===== src/design/bpid_pkg.sv =====
`timescale 1ns / 1ps
`default_nettype none
package bpid_pkg;
  localparam int NumRegs = 7;
  localparam int CfgIdxW = 3;
  localparam int DutyMaxDefault = 65535;
  localparam int ProdW = 50;
  localparam int BlendW = 54;
  localparam logic [CfgIdxW-1:0] RegAngleKp = 3'd0;
  localparam logic [CfgIdxW-1:0] RegAngleKi = 3'd1;
  localparam logic [CfgIdxW-1:0] RegAngleKd = 3'd2;
  localparam logic [CfgIdxW-1:0] RegSpeedKp = 3'd3;
  localparam logic [CfgIdxW-1:0] RegSpeedKi = 3'd4;
  localparam logic [CfgIdxW-1:0] RegAngleLim = 3'd5;
  localparam logic [CfgIdxW-1:0] RegSpeedLim = 3'd6;

  typedef struct packed {
    logic start;
    logic signed [15:0] gain;
    logic signed [33:0] mcand;
  } mul_req_t;
endpackage
`default_nettype wire


===== src/design/bpid_serial_mul.sv =====
`timescale 1ns / 1ps
`default_nettype none
module bpid_serial_mul (
  input  wire logic                          clk,
  input  wire logic                          rst_n,
  input  wire bpid_pkg::mul_req_t            req,
  output logic                               done,
  output logic signed [bpid_pkg::ProdW-1:0]  prod
);
  import bpid_pkg::*;

  logic [15:0]              gain_r, gain_nxt;
  logic signed [ProdW-1:0]  acc_r, acc_nxt;
  logic signed [ProdW-1:0]  mc_r, mc_nxt;
  logic [4:0]               cnt_r, cnt_nxt;
  logic                     busy_r, busy_nxt;
  logic                     done_r, done_nxt;

  always_comb begin
    gain_nxt = gain_r;
    acc_nxt  = acc_r;
    mc_nxt   = mc_r;
    cnt_nxt  = cnt_r;
    busy_nxt = busy_r;
    done_nxt = 1'b0;
    if (req.start) begin
      gain_nxt = req.gain;
      mc_nxt   = ProdW'(req.mcand);
      acc_nxt  = '0;
      cnt_nxt  = '0;
      busy_nxt = 1'b1;
    end else if (busy_r) begin
      if (gain_r[0]) begin
        if (cnt_r == 5'd15) acc_nxt = acc_r - mc_r;
        else acc_nxt = acc_r + mc_r;
      end
      mc_nxt   = mc_r <<< 1;
      gain_nxt = gain_r >> 1;
      cnt_nxt  = cnt_r + 5'd1;
      if (cnt_r == 5'd15) begin
        busy_nxt = 1'b0;
        done_nxt = 1'b1;
      end
    end
  end

  always_ff @(posedge clk) begin
    if (!rst_n) begin
      busy_r <= 1'b0;
      done_r <= 1'b0;
      cnt_r  <= '0;
    end else begin
      busy_r <= busy_nxt;
      done_r <= done_nxt;
      cnt_r  <= cnt_nxt;
    end
    gain_r <= gain_nxt;
    acc_r  <= acc_nxt;
    mc_r   <= mc_nxt;
  end

  assign done = done_r;
  assign prod = acc_r;

  a_done_pulse: assert property (@(posedge clk) disable iff (!rst_n) done_r |=> !done_r)
    else $error("done held");
  a_busy_done: assert property (@(posedge clk) disable iff (!rst_n) done_r |-> !busy_r)
    else $error("done while busy");
  a_cnt_idle: assert property (@(posedge clk) disable iff (!rst_n)
    !busy_r |=> !busy_r || $past(req.start))
    else $error("spurious start");
endmodule
`default_nettype wire


===== src/design/bpid_serial_div.sv =====
`timescale 1ns / 1ps
`default_nettype none
module bpid_serial_div (
  input  wire logic                          clk,
  input  wire logic                          rst_n,
  input  wire logic                          start,
  input  wire logic [bpid_pkg::BlendW-1:0]   dividend,
  output logic                               done,
  output logic [bpid_pkg::BlendW-1:0]        quot
);
  import bpid_pkg::*;

  localparam logic [10:0] Divisor = 11'd1280;

  logic [BlendW-1:0] q_r, q_nxt;
  logic [10:0]       rem_r, rem_nxt;
  logic [5:0]        cnt_r, cnt_nxt;
  logic              busy_r, busy_nxt;
  logic              done_r, done_nxt;
  logic [11:0]       trial;

  always_comb begin
    q_nxt    = q_r;
    rem_nxt  = rem_r;
    cnt_nxt  = cnt_r;
    busy_nxt = busy_r;
    done_nxt = 1'b0;
    trial    = {rem_r, q_r[BlendW-1]};
    if (start) begin
      q_nxt    = dividend;
      rem_nxt  = '0;
      cnt_nxt  = '0;
      busy_nxt = 1'b1;
    end else if (busy_r) begin
      if (trial >= {1'b0, Divisor}) begin
        rem_nxt = 11'(trial - {1'b0, Divisor});
        q_nxt   = {q_r[BlendW-2:0], 1'b1};
      end else begin
        rem_nxt = trial[10:0];
        q_nxt   = {q_r[BlendW-2:0], 1'b0};
      end
      cnt_nxt = cnt_r + 6'd1;
      if (cnt_r == 6'(BlendW - 1)) begin
        busy_nxt = 1'b0;
        done_nxt = 1'b1;
      end
    end
  end

  always_ff @(posedge clk) begin
    if (!rst_n) begin
      busy_r <= 1'b0;
      done_r <= 1'b0;
      cnt_r  <= '0;
    end else begin
      busy_r <= busy_nxt;
      done_r <= done_nxt;
      cnt_r  <= cnt_nxt;
    end
    q_r   <= q_nxt;
    rem_r <= rem_nxt;
  end

  assign done = done_r;
  assign quot = q_r;

  a_done_pulse: assert property (@(posedge clk) disable iff (!rst_n) done_r |=> !done_r)
    else $error("done held");
  a_rem_bound: assert property (@(posedge clk) disable iff (!rst_n) busy_r |-> rem_r < Divisor)
    else $error("remainder out of range");
  a_done_idle: assert property (@(posedge clk) disable iff (!rst_n) done_r |-> !busy_r)
    else $error("done while busy");
endmodule
`default_nettype wire


===== src/design/blended_pid_pi_motor_controller_core.sv =====
// Blended angle PID / speed PI duty controller.
// Input channel in_*: one transaction per sample; in_tdata packs angle_meas,
// first_angle_target, second_angle_target, speed_meas, speed_goal (16 bits
// each, lowest first). Output channel out_*: one transaction per sample with
// duty, angle_error, speed_error, first_settled, stop_motor.
// Gains and settle limits are to be written on cfg_* while the block is idle;
// the user must keep to this, as the block itself does not enforce it. Each
// update runs five products on one bit-serial 16-step multiplier and then a
// radix-2 divide by 1280. The result is written after the last update (the
// second one when it runs), and the next sample is taken after that. One
// sample is processed at a time.
// The result sits in an output register; a new sample is accepted while it
// waits, and processing stalls before writing the next result until the
// receiver takes the old one.
// Reset clears gains and limits to defaults and the controller state to zero.
`timescale 1ns / 1ps
`default_nettype none
module blended_pid_pi_motor_controller_core #(
  parameter int DUTY_MAX = bpid_pkg::DutyMaxDefault
) (
  input  wire logic                           clk,
  input  wire logic                           rst_n,
  input  wire logic                           in_tvalid,
  output logic                                in_tready,
  // angle_meas, first_angle_target, second_angle_target, speed_meas, speed_goal
  input  wire logic [79:0]                    in_tdata,
  output logic                                out_tvalid,
  input  wire logic                           out_tready,
  // duty, angle_error, speed_error, first_settled, stop_motor, zero fill
  output logic [55:0]                         out_tdata,
  input  wire logic                           cfg_we,
  input  wire logic [bpid_pkg::CfgIdxW-1:0]   cfg_index,
  input  wire logic [15:0]                    cfg_wdata
);
  import bpid_pkg::*;

  typedef enum logic [8:0] {
    S_IDLE  = 9'b000000001,
    S_ERR   = 9'b000000010,
    S_MUL   = 9'b000000100,
    S_MWAIT = 9'b000001000,
    S_BLEND = 9'b000010000,
    S_DIV   = 9'b000100000,
    S_DWAIT = 9'b001000000,
    S_CHECK = 9'b010000000,
    S_OUT   = 9'b100000000
  } state_t;

  localparam logic signed [33:0] S32Max = 34'sd2147483647;
  localparam logic signed [33:0] S32Min = -34'sd2147483648;

  state_t state_r, state_nxt;
  logic signed [15:0] kp_a_r, ki_a_r, kd_a_r, kp_s_r, ki_s_r, lim_a_r, lim_s_r;
  logic [79:0] smp_r, smp_nxt;
  logic signed [31:0] integ_r, integ_nxt, accum_r, accum_nxt;
  logic signed [16:0] pea_r, pea_nxt, pes_r, pes_nxt;
  logic signed [16:0] ea_r, ea_nxt, es_r, es_nxt;
  logic signed [ProdW-1:0] pid_r, pid_nxt, pi_r, pi_nxt;
  logic [2:0] op_r, op_nxt;
  logic second_r, second_nxt, first_r, first_nxt, stop_r, stop_nxt;
  logic [15:0] duty_r, duty_nxt;
  logic [BlendW-1:0] blend_r, blend_nxt;
  logic [55:0] obuf_r, obuf_nxt;
  logic ovalid_r, ovalid_nxt;

  mul_req_t mreq;
  logic mdone, dstart, ddone;
  logic signed [ProdW-1:0] mprod;
  logic [BlendW-1:0] dquot;
  logic signed [16:0] tgt;
  logic signed [33:0] isum, asum;
  logic settled;
  logic in_acc;

  bpid_serial_mul u_mul (.clk, .rst_n, .req(mreq), .done(mdone), .prod(mprod));
  bpid_serial_div u_div (.clk, .rst_n, .start(dstart), .dividend(blend_r),
                         .done(ddone), .quot(dquot));

  assign in_tready = state_r == S_IDLE;
  assign in_acc = in_tvalid && in_tready;
  assign tgt = second_r ? 17'(signed'(smp_r[47:32])) : 17'(signed'(smp_r[31:16]));
  assign isum = 34'(integ_r) + 34'(ea_r);
  assign asum = 34'(accum_r) + 34'(signed'(pi_r[33:0]));
  assign settled = (ea_r < 17'(lim_a_r)) && (es_r < 17'(lim_s_r));

  always_comb begin
    mreq.start = 1'b0;
    mreq.gain  = kp_a_r;
    mreq.mcand = 34'(ea_r);
    case (op_r)
      3'd0: begin mreq.gain = kp_a_r; mreq.mcand = 34'(ea_r); end
      3'd1: begin mreq.gain = ki_a_r; mreq.mcand = 34'(integ_r); end
      3'd2: begin mreq.gain = kd_a_r; mreq.mcand = 34'(ea_r) - 34'(pea_r); end
      3'd3: begin mreq.gain = kp_s_r; mreq.mcand = 34'(es_r) - 34'(pes_r); end
      default: begin mreq.gain = ki_s_r; mreq.mcand = 34'(es_r); end
    endcase
    mreq.start = state_r == S_MUL;
  end

  always_comb begin
    state_nxt = state_r;
    smp_nxt = smp_r; integ_nxt = integ_r; accum_nxt = accum_r;
    pea_nxt = pea_r; pes_nxt = pes_r; ea_nxt = ea_r; es_nxt = es_r;
    pid_nxt = pid_r; pi_nxt = pi_r; op_nxt = op_r;
    second_nxt = second_r; first_nxt = first_r; stop_nxt = stop_r;
    duty_nxt = duty_r; blend_nxt = blend_r;
    obuf_nxt = obuf_r; ovalid_nxt = ovalid_r;
    dstart = 1'b0;
    if (out_tvalid && out_tready) ovalid_nxt = 1'b0;
    case (state_r)
      S_IDLE: if (in_acc) begin
        smp_nxt = in_tdata;
        second_nxt = 1'b0; first_nxt = 1'b0; stop_nxt = 1'b0;
        state_nxt = S_ERR;
      end
      S_ERR: begin
        ea_nxt = 17'(signed'(smp_r[15:0])) - tgt;
        es_nxt = 17'(signed'(smp_r[63:48])) - 17'(signed'(smp_r[79:64]));
        pid_nxt = '0; pi_nxt = '0; op_nxt = 3'd0;
        state_nxt = S_MUL;
      end
      S_MUL: begin
        if (op_r == 3'd0) begin
          if (isum > S32Max) integ_nxt = S32Max[31:0];
          else if (isum < S32Min) integ_nxt = S32Min[31:0];
          else integ_nxt = isum[31:0];
        end
        state_nxt = S_MWAIT;
      end
      S_MWAIT: if (mdone) begin
        if (op_r <= 3'd2) pid_nxt = pid_r + mprod;
        else pi_nxt = pi_r + mprod;
        if (op_r == 3'd4) state_nxt = S_BLEND;
        else begin op_nxt = op_r + 3'd1; state_nxt = S_MUL; end
      end
      S_BLEND: begin
        if (asum > S32Max) accum_nxt = S32Max[31:0];
        else if (asum < S32Min) accum_nxt = S32Min[31:0];
        else accum_nxt = asum[31:0];
        pea_nxt = ea_r; pes_nxt = es_r;
        blend_nxt = BlendW'(3 * BlendW'(pid_r)) + BlendW'(signed'({accum_nxt, 1'b0}));
        state_nxt = S_DIV;
      end
      S_DIV: begin
        dstart = 1'b1;
        state_nxt = S_DWAIT;
      end
      S_DWAIT: if (ddone) begin
        if (blend_r[BlendW-1] || blend_r == '0) duty_nxt = '0;
        else if (dquot > BlendW'(DUTY_MAX)) duty_nxt = 16'(DUTY_MAX);
        else duty_nxt = dquot[15:0];
        state_nxt = S_CHECK;
      end
      S_CHECK: begin
        if (settled && !second_r) begin
          first_nxt = 1'b1; second_nxt = 1'b1; state_nxt = S_ERR;
        end else begin
          if (settled) begin stop_nxt = 1'b1; duty_nxt = '0; end
          state_nxt = S_OUT;
        end
      end
      S_OUT: if (!ovalid_nxt) begin
        obuf_nxt = {4'd0, stop_r, first_r, es_r, ea_r, duty_r};
        ovalid_nxt = 1'b1;
        state_nxt = S_IDLE;
      end
      default: state_nxt = S_IDLE;
    endcase
  end

  always_ff @(posedge clk) begin
    if (!rst_n) begin
      state_r <= S_IDLE;
      ovalid_r <= 1'b0;
      kp_a_r <= 16'sd256; ki_a_r <= '0; kd_a_r <= '0;
      kp_s_r <= 16'sd256; ki_s_r <= '0; lim_a_r <= 16'sd2; lim_s_r <= 16'sd78;
      integ_r <= '0; accum_r <= '0; pea_r <= '0; pes_r <= '0;
    end else begin
      state_r <= state_nxt;
      ovalid_r <= ovalid_nxt;
      integ_r <= integ_nxt; accum_r <= accum_nxt;
      pea_r <= pea_nxt; pes_r <= pes_nxt;
      if (cfg_we) begin
        case (cfg_index)
          RegAngleKp:  kp_a_r <= cfg_wdata;
          RegAngleKi:  ki_a_r <= cfg_wdata;
          RegAngleKd:  kd_a_r <= cfg_wdata;
          RegSpeedKp:  kp_s_r <= cfg_wdata;
          RegSpeedKi:  ki_s_r <= cfg_wdata;
          RegAngleLim: lim_a_r <= cfg_wdata;
          RegSpeedLim: lim_s_r <= cfg_wdata;
          default: ;
        endcase
      end
    end
    smp_r <= smp_nxt; ea_r <= ea_nxt; es_r <= es_nxt;
    pid_r <= pid_nxt; pi_r <= pi_nxt; op_r <= op_nxt;
    second_r <= second_nxt; first_r <= first_nxt; stop_r <= stop_nxt;
    duty_r <= duty_nxt; blend_r <= blend_nxt; obuf_r <= obuf_nxt;
  end

  assign out_tvalid = ovalid_r;
  assign out_tdata = obuf_r;

  a_stop_first: assert property (@(posedge clk) disable iff (!rst_n)
    out_tvalid |-> !out_tdata[51] || out_tdata[50])
    else $error("stop without first settle");
  a_stop_duty: assert property (@(posedge clk) disable iff (!rst_n)
    out_tvalid && out_tdata[51] |-> out_tdata[15:0] == '0)
    else $error("duty nonzero on stop");
  a_hold: assert property (@(posedge clk) disable iff (!rst_n)
    out_tvalid && !out_tready |=> out_tvalid && $stable(out_tdata))
    else $error("result dropped");
endmodule
`default_nettype wire


===== config.mk =====
export PLATFORM = sky130hd
export DESIGN_NAME = blended_pid_pi_motor_controller_core
export DESIGN_NICKNAME = d
export VERILOG_FILES = /design/src/design/bpid_pkg.sv /design/src/design/bpid_serial_mul.sv /design/src/design/bpid_serial_div.sv /design/src/design/blended_pid_pi_motor_controller_core.sv
export SDC_FILE = /design/constraint.sdc
export NUM_CORES = 2
export LEC_CHECK = 0
export ABC_AREA = 1
export BUFFER_PORTS_ARGS = -buffer_cell sky130_fd_sc_hd__buf_4
export CORE_ASPECT_RATIO = 0.5
export CORE_MARGIN = 2
export CORE_UTILIZATION = 50
export CTS_BUF_LIST = sky130_fd_sc_hd__clkbuf_4
export CTS_CLUSTER_DIAMETER = 80
export CTS_CLUSTER_SIZE = 12
export DETAILED_ROUTE_END_ITERATION = 16
export GPL_TIMING_DRIVEN = 1
export PLACE_DENSITY = 0.66
export SLEW_MARGIN = 25
export SYNTH_ARGS = -nofsm -noshare
export SYNTH_HDL_FRONTEND = slang
export SYNTH_HIERARCHICAL = 1
export SYNTH_SLANG_ARGS = --single-unit

===== constraint.sdc =====
create_clock -name clk -period 8.85 [get_ports clk]
set_clock_uncertainty 0.15 [all_clocks]
set_input_delay 0.4425 -clock clk [delete_from_list [all_inputs] [get_ports clk]]
set_output_delay 0.4425 -clock clk [all_outputs]
set_load 0.05 [all_outputs]

# Word-level counts from Yosys, hierarchy flattened
# Cells that the tools add are included.
[word_totals]
memories = 0
latchBits = 0
romBits = 0
word_cells = 186
register_bits = 757
in_bits = 104
out_inout_bits = 58
mem_bits_rw = 0
[op_classes]
n_mul = 1
addsub = 15
bitwise_logic = 4
n_reduce_logical = 36
n_shift = 0
order_cmp = 9
mux = 55
n_div = 0
n_eq_ne = 31
[ops]
columns = ["operator", "count"]
rows = [
  ["50-bit 2-to-1 mux", 7],
  ["50-bit case mux with 2 select lines", 2],
  ["50-bit case mux with 4 select lines", 1],
  ["32-bit 2-to-1 mux", 5],
  ["50-bit adder", 3],
  ["16-bit 2-to-1 mux", 7],
  ["54-bit 2-to-1 mux", 2],
  ["9-bit case mux with 9 select lines", 1],
  ["53-bit by 33-bit adder with 54-bit output", 1],
  ["54-bit by 16-bit > comparator with 1-bit output (second input constant)", 1],
  ["54-bit logical NOT", 1],
  ["3-bit by 50-bit multiplier with 53-bit output (first input constant)", 1],
  ["50-bit subtractor", 1],
  ["9-bit 2-to-1 mux", 5],
  ["17-bit by 17-bit subtractor with 18-bit output", 2],
  ["32-bit by 34-bit adder with 34-bit output", 1],
  ["34-bit by 32-bit > comparator with 1-bit output (second input constant)", 1],
  ["17-bit by 16-bit less-than comparator with 1-bit output", 2],
  ["34-bit by 32-bit less-than comparator with 1-bit output (second input constant)", 1],
  ["32-bit by 17-bit adder with 33-bit output", 1],
  ["33-bit by 32-bit > comparator with 1-bit output (second input constant)", 1],
  ["33-bit by 32-bit less-than comparator with 1-bit output (second input constant)", 1],
  ["16-bit case mux with 2 select lines", 1],
  ["2-bit AND reduction", 11],
  ["41 further kinds", 91],
]

# Logic depth before layout (Yosys ltp)
[depth]
depth_word = 6
ltp_mapped = 33
mapped_depth_nobuf = 32

# By module
# The synthesis kept the hierarchy.
[by_module_without_submodules]
columns = ["mod", "seq_area_each_um2", "area_each_um2", "cells_each", "instances"]
rows = [
  ["blended_pid_pi_motor_controller_core", 14163.6, 39345.2, 5200, 1],
  ["bpid_serial_mul", 3123.0, 10672.7, 1702, 1],
  ["bpid_serial_div", 2001.9, 3129.3, 336, 1],
]

# Least setup slack after synthesis
# OpenSTA, ideal clock, no wires.
[synth_path]
kind = "reg2reg"
from = "register ovalid_r, in the netlist out_tvalid"
to = "register obuf_r[0], in the netlist out_tdata[0], enable pin"
setup_time_ns = 0.591
period_less_slack_ns = 6.375
n_path_buf = 0
required_time_ns = 8.109
t_arrival_ns = 5.635
stages_incl_launch_ff = 4
slack_ns = 2.475
cell_sequence = "dfxtp_1 -> inv_1 -> nor2_1 -> nor4_1"
[synth_between]
elab_chain_cells = 4
[synth_rtl]
columns = ["item", "line", "source"]
rows = [
  ["from (decl)", "blended_pid_pi_motor_controller_core.sv:64", "logic ovalid_r, ovalid_nxt;"],
  ["from (signal assigned)", "blended_pid_pi_motor_controller_core.sv:180", "ovalid_r <= ovalid_nxt;"],
  ["1-bit logical AND", "blended_pid_pi_motor_controller_core.sv:109", "if (out_tvalid && out_tready) ovalid_nxt = 1'b0;"],
  ["1-bit 2-to-1 mux *", "blended_pid_pi_motor_controller_core.sv:109", ""],
  ["1-bit NOT (no line) *", "--", ""],
  ["2-bit AND reduction (no line) *", "--", ""],
  ["to (signal assigned)", "blended_pid_pi_motor_controller_core.sv:199", "duty_r <= duty_nxt; blend_r <= blend_nxt; obuf_r <= obuf_nxt;"],
  ["to (decl)", "blended_pid_pi_motor_controller_core.sv:63", "logic [55:0] obuf_r, obuf_nxt;"],
]
# Every way passes the cells marked *; elsewhere a longest branch is shown, timed or not.
# A chain may end at the register's enable or synchronous reset.

# Worst setup path in the final report
[layout_path]
from = "register pi_r[18]"
to = "register blend_r[23] (data pin)"
[layout_between]
elab_chain_cells = 6
word_cells_on_any_way = 7
cone_classes = "add/sub: 2; order compare: 2; mux: 3"
[layout_rtl]
columns = ["item", "line", "source"]
rows = [
  ["from (decl)", "blended_pid_pi_motor_controller_core.sv:58", "logic signed [ProdW-1:0] pid_r, pid_nxt, pi_r, pi_nxt;"],
  ["from (signal assigned)", "blended_pid_pi_motor_controller_core.sv:197", "pid_r <= pid_nxt; pi_r <= pi_nxt; op_r <= op_nxt;"],
  ["32-bit by 34-bit adder with 34-bit output *", "blended_pid_pi_motor_controller_core.sv:83", "assign asum = 34'(accum_r) + 34'(signed'(pi_r[33:0]));"],
  ["34-bit by 32-bit less-than comparator with 1-bit output", "blended_pid_pi_motor_controller_core.sv:138", "else if (asum < S32Min) accum_nxt = S32Min[31:0];"],
  ["32-bit 2-to-1 mux", "blended_pid_pi_motor_controller_core.sv:138", ""],
  ["32-bit 2-to-1 mux *", "blended_pid_pi_motor_controller_core.sv:137", "if (asum > S32Max) accum_nxt = S32Max[31:0];"],
  ["32-bit 2-to-1 mux *", "blended_pid_pi_motor_controller_core.sv:110", "case (state_r)"],
  ["53-bit by 33-bit adder with 54-bit output *", "blended_pid_pi_motor_controller_core.sv:141", "blend_nxt = BlendW'(3 * BlendW'(pid_r)) + BlendW'(signed'({accum_nxt, 1'b0}));"],
  ["to (signal assigned)", "blended_pid_pi_motor_controller_core.sv:199", ""],
  ["to (decl)", "blended_pid_pi_motor_controller_core.sv:62", "logic [BlendW-1:0] blend_r, blend_nxt;"],
]
# Every way passes the cells marked *; elsewhere a longest branch is shown, timed or not. The select of a mux whose other input is x is not followed.

==> results.sh <==
export IMPL_hpwl_mm=123
export IMPL_fill_cells=10136
export IMPL_hold_buffers=204
export IMPL_vias=48362
export IMPL_final_hold_viol_count=0
export IMPL_seq_area_frac_synth_pct=36.3
export IMPL_grt_ovfl_total=0
export IMPL_post_cts_buffers=0
export IMPL_vdd_drop_max_uv=181
export IMPL_syn_inst=7238
export IMPL_groute_usage_overall_pct=29.1
export IMPL_antenna_found_initial=7
export IMPL_final_cell_mix="nand2_1 (1602), inv_1 (1019), nor2_1 (1018)"
export IMPL_min_period_ps=6490
export IMPL_yosysTopAreaCell="edfxtp_1"
export IMPL_synth_compound_area_share_pct=14.0
export IMPL_fin_area_um2=58600
export IMPL_synth_warning_count=6
export IMPL_gp_congestion=1.03
export IMPL_ctsResizeCount=0
export IMPL_placed_cell_area_um2=55600
export IMPL_synth_top_family_by_area="simple AND/OR/NAND/NOR gates"
export IMPL_rows=84
export IMPL_period_share_pct=73.3
export IMPL_r2r_end="blend_r[23]$_DFFE_PP_"
export IMPL_fin_cells=9022
export IMPL_ys_flop_type="edfxtp_1"
export IMPL_avgViaCountPerCell=5.36
export IMPL_place_inst=8683
export IMPL_drive_gt1_share_pct=6.19
export IMPL_numCtsBuffers=72
export IMPL_die_w_um=465
export IMPL_final_common_cell="nand2_1"
export IMPL_yosys_area_share_adder_pct=11.8
export IMPL_synthTopCellsByArea="edfxtp_1 (25%), nand2_1 (11%), dfxtp_1 (11%)"
export IMPL_drt_total_wl_mm=161
export IMPL_pin_count=162
export IMPL_worst_setup_path_end_kind="register"
export IMPL_io_buffers=157
export IMPL_grt_pass1_vias=45274
export IMPL_required_ps=9520
export IMPL_endpoint="blend_r[23]$_DFFE_PP_"
export IMPL_p_per_area_nw_per_um2=221
export IMPL_startpoint="pi_r[18]$_SDFFCE_PP0P_"
export IMPL_core_um2=105000
export IMPL_fin_nets=8114
export IMPL_postRouteAntennaNets=0
export IMPL_fin_tns_setup_ps=0
export IMPL_max_freq_mhz=154
export IMPL_clk_pin_slew_ps=180
export IMPL_max_cap_violations=0
export IMPL_synth_edf_count=445
export IMPL_dieHeight_um=235
export IMPL_start_util_pct=50.5
export IMPL_clkLatencyLatePin_ps=1100
export IMPL_reg2reg_depth=26
export IMPL_leakage_nw=27.3
export IMPL_multiInputGateArea_um2=29200
export IMPL_setup_viol=0
export IMPL_drtIter0Drc=4226
export IMPL_cts_root_buf="clkbuf_4"
export IMPL_async_flop_share_pct=0
export IMPL_cts_tree="done"
export IMPL_syn_area_um2=53100
export IMPL_seqCellArea_um2=19300
export IMPL_syn2layout_area_growth_pct=10.3
export IMPL_ys_types=61
export IMPL_path_max_fanout=39
export IMPL_arrival_ps=7160
export IMPL_drc=0
export IMPL_synth_simple_area_share_pct=25.4
export IMPL_critical_path_class="register to register"
export IMPL_grt_max_degree=98
export IMPL_hold_path_class="primary input to register"
export IMPL_synth_seq_cells=741
export IMPL_whs_ps=102
export IMPL_cts_buffer_depth=3
export IMPL_worstSetupStartpointType="register"
export IMPL_finalPower_mw=12.9
export IMPL_routedWlPerCell_um=17.8
export IMPL_synthMuxAreaShare_pct=0.264
export IMPL_tightestPinTransition_ps=1200
export IMPL_r2r_start="pi_r[18]$_SDFFCE_PP0P_"
export IMPL_slew_headroom_pct=19.6
export IMPL_grt_pass1_wl_mm=249
export IMPL_synth_top_area_share_pct=25.1
export IMPL_postSynthAreaPerCell_um2=7.34
export IMPL_finalMaxSlewViolations=0
export IMPL_worst_r2r_setup_slack_ps=2360
export IMPL_dr_pass1_iters=6
export IMPL_rsz0062_at_grt="no"
export IMPL_synth_xor_area_share_pct=3.28
export IMPL_die_area_um2=109000
export IMPL_clock_sinks=741
export IMPL_outcome="complete, no violations"
export IMPL_htree_num_levels=3
kinds of logic (layout without fill, tap and decap cells):
group,Yosys count,count (layout)
flip-flops,741,741
XOR/XNOR,199,199
other,1,13
adder cells (fa/ha/maj),467,467
AO/OA/AOI/OAI,1341,1341
multiplexers,14,14
buffers and inverters,1215,1568
AND/OR/NAND/NOR,3260,3260
cell usage after synthesis, drive strengths merged (54+ instances only):
library cell     n
nand2         1640
nor2          1066
inv           1041
a21oi          540
o21ai          519
edfxtp         445
ha             409
nand3          325
dfxtp          296
xor2           151
clkbuf         116
nor3            68
nand4           63
fa              58
o21bai          54
through the flow:
stage          util (%)  setup slack, ps
6_report           55.7             2360
4_1_cts            55.7             2420
3_3_place_gp       52.9             2600
5_1_grt            55.7             1880
3_5_place_dp       52.9             2580
2_1_floorplan         -             2470
worst min-delay path by stage:
stage,slack [ps],from,cells past startpoint,end
2_1_floorplan,250,duty_r[0]$_SDFFCE_PP0P_,0,out_tdata[0]$_DFFE_PP_
3_3_place_gp,250,duty_r[14]$_SDFFCE_PP0P_,0,out_tdata[14]$_DFFE_PP_
3_5_place_dp,250,duty_r[14]$_SDFFCE_PP0P_,0,out_tdata[14]$_DFFE_PP_
4_1_cts,1,cfg_wdata[10],4,kd_a_r[10]$_SDFFE_PN0P_
5_1_grt,30,cfg_wdata[3],4,kd_a_r[3]$_SDFFE_PN0P_
6_report,100,cfg_wdata[3],4,kd_a_r[3]$_SDFFE_PN0P_
cell type report:
| cell class | instances | share of cell area (%) |
|---|---|---|
| timing repair buffer | 398 | 5.97 |
| inverter | 1045 | 6.70 |
| tap | 1419 | 3.03 |
| multi-input combinational | 5285 | 49.8 |
| clock inverter | 11 | 0.128 |
| clock buffer | 114 | 1.46 |
| antenna | 9 | 0.0384 |
| sequential | 741 | 32.9 |
registers in the layout (all words and copies together), names as in the netlist, 17 cells and up:
signal and cells:
accum_r 32, blend_r 54, ea_r 17, es_r 17, integ_r 32, out_tdata 52, pea_r 17, pes_r 17
pi_r 34, pid_r 50, smp_r 80, u_div/quot 54, u_mul/mc_r 50, u_mul/prod 50
power by group:
part / leakage (nW) / switching (mW) / total, mW / internal [mW]
Clock: 0.553 / 1.23 / 1.82 / 0.592
Sequential: 6.46 / 0.460 / 4.67 / 4.21
Combinational: 20.3 / 4.27 / 6.45 / 2.18
Total: 27.3 / 5.96 / 12.9 / 6.98
worst max-delay path, stage by stage (launching register included):
cell      delay [ps]
edfxtp_1         460
ha_1             390
nand2_1          100
nand2_1           70
nand2_1           70
nand2_1           80
nand2_1           70
nand2_1           60
a21oi_1          290
nand4_1          160
nand2_2          480
nand2_2           80
buf_4            270
inv_1            590
a21oi_1          150
fa_1             570
inv_1             40
ha_1             360
nand2_1          140
nor3_1           250
o21ai_0          130
nand2_1          200
a21oi_1          170
o21ai_0          470
nand2_1          100
nand2_1           90
xor2_1           200
layer usage:
layer	part of all wire, %	vias up	global-route usage (%)
met4	2.9	2	8.76
li1	-	24420	-
met3	7.0	255	4.16
met2	44	1583	47.5
met5	0.0081	-	0
met1	46	22102	40.3
Power figures use the tool's default switching activity.
